### src/rtl/otrq_pkg.sv
// Types and constants of the object table with region query
package otrq_pkg;

    localparam int TABLE_DEPTH = 64;
    localparam int ADDR_W      = $clog2(TABLE_DEPTH);
    localparam int CNT_W       = $clog2(TABLE_DEPTH + 1);

    localparam logic [2:0] OP_ADD        = 3'd0;
    localparam logic [2:0] OP_MODIFY     = 3'd1;
    localparam logic [2:0] OP_DELETE     = 3'd2;
    localparam logic [2:0] OP_QUERY      = 3'd3;
    localparam logic [2:0] OP_QUERY_ITEM = 3'd4;

    localparam logic [2:0] ST_DONE      = 3'd0;
    localparam logic [2:0] ST_NOT_FOUND = 3'd1;
    localparam logic [2:0] ST_FULL      = 3'd2;
    localparam logic [2:0] ST_MATCH     = 3'd3;
    localparam logic [2:0] ST_NO_MATCH  = 3'd4;

    typedef struct packed {
        logic [31:0]        id;
        logic [15:0]        item;
        logic [7:0]         count;
        logic signed [31:0] x;
        logic signed [31:0] y;
        logic [7:0]         flags;
    } entry_t;

    typedef enum logic [1:0] {
        MODE_ID,
        MODE_RECT,
        MODE_RECT_ITEM
    } mode_t;

    typedef enum logic [2:0] {
        S_IDLE,
        S_SCAN,
        S_DEL_RD,
        S_DEL_WR,
        S_FLUSH
    } state_t;

endpackage

### src/rtl/otrq_match.sv
// Shared compare unit: id match or inclusive rectangle test with item filter
module otrq_match (
    input  otrq_pkg::entry_t   ent,
    input  otrq_pkg::mode_t    mode,
    input  logic [31:0]        key_id,
    input  logic [15:0]        key_item,
    input  logic signed [31:0] x_min,
    input  logic signed [31:0] y_min,
    input  logic signed [31:0] x_max,
    input  logic signed [31:0] y_max,
    output logic               hit
);
    import otrq_pkg::*;

    logic in_rect;

    assign in_rect = (x_min <= ent.x) && (ent.x <= x_max) &&
                     (y_min <= ent.y) && (ent.y <= y_max);

    always_comb
    begin
        unique case (mode)
            MODE_ID:        hit = (ent.id == key_id);
            MODE_RECT:      hit = in_rect;
            MODE_RECT_ITEM: hit = in_rect && (ent.item == key_item);
            default:        hit = 1'b0;
        endcase
    end

endmodule

### config.mk
export PLATFORM = sky130hd
export DESIGN_NAME = otrq_match
export DESIGN_NICKNAME = d
export VERILOG_FILES = /design/src/rtl/otrq_pkg.sv /design/src/rtl/otrq_match.sv
export SDC_FILE = /design/constraint.sdc
export NUM_CORES = 1
export LEC_CHECK = 0
export BUFFER_PORTS_ARGS = -buffer_cell sky130_fd_sc_hd__buf_2
export CAP_MARGIN = 20
export CORE_AREA = 2 2 121 123
export DETAILED_ROUTE_END_ITERATION = 10
export DIE_AREA = 0 0 123 125
export PLACE_DENSITY_LB_ADDON = 0.05
export SETUP_SLACK_MARGIN = 0.5
export SLEW_MARGIN = 20
export SYNTH_ARGS = -nofsm -noshare
export SYNTH_HDL_FRONTEND = slang
export SYNTH_SLANG_ARGS = --single-unit
### constraint.sdc
create_clock -name vclk -period 1.8
set_clock_uncertainty 0.1 [all_clocks]
set_input_delay 0.09 -clock vclk [all_inputs]
set_output_delay 0.09 -clock vclk [all_outputs]
set_load 0.005 [all_outputs]
Yosys cells after proc, flatten, opt, wreduce, memory -nomap -nowiden:

Index checks and enable logic that the tools add are counted.

* latch bits: 0
* bits in writable memories: 0
* memory bits (read-only): 0
* word-level logic and storage cells: 14
* output and inout bits: 1
* memories kept: 0
* bits of input ports: 306
* register bits after elaboration: 0

* order comparisons: 4
* bitwise logic cells: 0
* divide/modulo/power cells: 0
* multiplexer cells: 1
* $mul: 0
* equality and inequality tests: 4
* $add $sub $neg: 0
* shifts and indexed selects: 0
* reduce and logical (&&, ||, !) cells: 5

Operators by type and width (count)
* less-or-equal comparator 32 bit: 4
* equality test 32 bit: 1
* equality test 16 bit: 1
* logical AND 1 bit: 4
* case mux 1 bit (3 select lines): 1
* equality test 2 x 1 -> 1 bit (second input constant): 1
* equality test 2 bit (second input constant): 1
* zero test 2 bit: 1

Longest topological paths before layout:

* depth in word-level cells: 6
* gate-level depth with buffers: 9
* mapped depth without buffers: 9

Least setup slack after synthesis:

No wires, ideal clock.

* path type: input -> output
* start: input y_max[19]
* end: output hit
* required time: 1.610 ns
* data arrival time: 1.816 ns
* setup slack: -0.206 ns
* stages: 9
* cells stage by stage: inv_1 ha_1 a21oi_2 o21ai_1 a221o_1 a2111oi_4 a21o_1 o2111ai_1 o31ai_2

* longest elaborated chain between the ends: 4

RTL lines
* from (decl): RTL line otrq_match.sv:10 `input logic signed [31:0] y_max,`
* less-or-equal comparator 32 bit (*): RTL line otrq_match.sv:18 `(y_min <= ent.y) && (ent.y <= y_max);`
* logical AND 1 bit (*): RTL line otrq_match.sv:18
* logical AND 1 bit: RTL line otrq_match.sv:25 `MODE_RECT_ITEM: hit = in_rect && (ent.item == key_item);`
* case mux 1 bit (3 select lines) (*): RTL line otrq_match.sv:22 `unique case (mode)`
* to (decl): RTL line otrq_match.sv:11 `output logic hit`

Every way passes the cells marked *; elsewhere a longest branch is shown, timed or not.

Final worst setup path:

* start: input ent[54] (netlist bit)
* end: output hit

* longest elaborated chain between the ends: 6

RTL lines
* from (decl): RTL line otrq_match.sv:3 `input otrq_pkg::entry_t ent,`
* less-or-equal comparator 32 bit: RTL line otrq_match.sv:17 `assign in_rect = (x_min <= ent.x) && (ent.x <= x_max) &&`
* logical AND 1 bit (*) (2 in series): RTL line otrq_match.sv:17
* logical AND 1 bit (*): RTL line otrq_match.sv:18
* logical AND 1 bit: RTL line otrq_match.sv:25
* case mux 1 bit (3 select lines) (*): RTL line otrq_match.sv:22

Marked as above.

==> results.toml <==
[global_route]
antenna_found_initial = 0
grt_overflow = 0
grt_max_degree = 6
grt_use_met2 = 0.331
grt_pass1_vias = 5047
grt_usage = 0.173
use_met1 = 0.215
grt.busiest_layer = "met2"
grt_pass1_wl_mm = 22.3
grtUsageMet3 = 0.0141

[pwr]
netSwitchingFraction = 0.454
p_switching_uw = 622
leakagePower_uw = 0.00373
clkPwrFrac = 0
p_seq_frac = 0
vdd_drop_max_mv = 0.0886
p_int_uw = 747
power_density_nw_per_um2 = 212
p_comb_frac = 1.000

[die]
design.core.area_sq_um = 14200
rows = 44
fp.dieW_microns = 123
initial_utilization = 0.274
fp.dieH_microns = 125
design.die.area_sq_um = 15400
ios = 307

[placed_design]
placed_cell_area_sq_um = 6260
gp_congestion = 0.870
io_buffers = 291
dpl.hpwl_mm = 13.4

[synthesis]
synth_top_cell_by_area = "ha_1"
synth_cells = 527
yosysMostFrequentCell = "inv_1"
ys_types = 45
synth_area_leaders = "ha_1, inv_1, a21oi_1"
yosys-top-cells-count = "inv_1, ha_1, a21oi_1"
syn_nets = 961
yosys.area.top_type_share = 0.412
syn_area_sq_um = 3890
synth_area_per_cell_sq_um = 7.38
ys_warn_count = 0
ys_seq_area_frac = 0

[sta]
finalHoldViolCount = 0
slew-limit-headroom = 0.691
fin_ws_ps = -500
fin_crit_ps = 2300
holdWs_ps = 539
final-max-slew-violation-count = 0
rsz0062_at_grt = "true"
tightest_slew_ps = 461
setup_violations = 1
layout_worst_path_cycle_share = 1.28
fmax_mhz = 435

[setup_path]
cp_max_fo = 3
critPathKind = "in -> out"
crit_arrival_ps = 2110
start_kind = "primary input"
end_kind = "output port"
critical_path.startpoint = "ent[54]"
worstPathRequired_ps = 1610

[final_layout]
register_area_sq_um = 0
drive_gt1_frac = 0.472
fill_cells = 1490
seq_cells = 0
diodes = 0
layout.cell_area.non_filler_sq_um = 6440
clock_buffers = 0
layout.nets = 1317
areaGrowthSynthToFinish_pct = 65.6

[hold_path]
hold_depth = 5
hold_start = "mode[0]"
holdPathEnd = "hit"
hold_path.class = "in -> out"

[route]
vias = 4863
drc_errors = 0
drt_pass1_iterations = 4
wl_per_cell_microns = 13.2
drt-vias-per-instance = 4.57
ant_nets = 0
routed_wl_mm = 14.0
drtIter0Drc = 67

[job]
drv_cap = 0

[outcome]
status = "finished with violations"
violations = "negative setup slack"

[cts]
postCtsHoldBufs = 0
power groups by stage:
stage,clock network (uW),registers [uW],logic [uW]
finish,0,0,1370
global route,0,0,1560
CTS,0,0,1350
detailed placement,0,0,1340
global placement,0,0,1300
floorplan,0,0,666
repair_timing:
item / 4_1_cts / 5_1_grt
resized for setup: 5 / 24
setup endpoints to repair: 1 / 1
pin swaps: 3 / 20
setup buffers: 0 / 4
critical path, cell delays in order:
cell       delay, ps
buf_8            100
inv_4             50
ha_4             200
nand4_1          130
nor2_1            70
a221o_1          320
or3_4            330
a32oi_2          250
o2111ai_2        160
o31ai_2          240
buf_2            160
final cells by class:
| cell class | count | area, sq um | area share |
|---|---|---|---|
| inverters | 131 | 512 | 0.0794 |
| multi-input cells | 396 | 3710 | 0.577 |
| well taps | 184 | 230 | 0.0357 |
| repair buffers | 354 | 1990 | 0.308 |
layer usage:
metal  part of all wire  vias up  wire [microns]
met5                  0        -               0
met4              0.011        0             153
met3              0.067       12             944
met2               0.50      155            7000
met1               0.42     2125            5920
li1                   -     2571               -
cell usage in the layout (no fill, tap or decap), types with 9 or more instances in the layout:
cell type / n
inv_1: 118
a21o_1: 12
xor2_1: 21
nor4_1: 9
nand2_1: 24
ha_1: 110
a21oi_1: 49
buf_4: 64
inv_2: 9
nand4_1: 36
ha_4: 18
buf_2: 282
nand3_1: 16
xnor2_1: 27
worst max path at each step:
stage	slack (ps)	endpoint
after global placement	-590	hit
after detailed placement	-590	hit
after global routing	-630	hit
after CTS	-530	hit
after floorplan	-60	hit
final	-500	hit
stage by stage:
step	total power [uW]	utilization	setup slack [ps]	setup TNS, ps	cells
floorplan	666	-	-56.3	-56.3	527
global placement	1300	0.440	-586	-586	1061
detailed placement	1340	0.440	-593	-593	1061
CTS	1350	0.442	-532	-532	1061
global route	1560	0.454	-627	-627	1065
finish	1370	0.454	-500	-500	1065
cells by family (layout without fill, tap and decap cells):
| group | after synthesis | after routing | share of synthesized area |
|---|---|---|---|
| AO/OA/AOI/OAI | 106 | 106 | 0.185 |
| XOR/XNOR | 48 | 48 | 0.108 |
| adder cells (fa/ha/maj) | 128 | 128 | 0.412 |
| buffers and inverters | 131 | 485 | 0.126 |
| multiplexers | 1 | 1 | 0.00257 |
| AND/OR/NAND/NOR | 113 | 113 | 0.166 |
No activity file was read; power rests on OpenSTA's default activity.
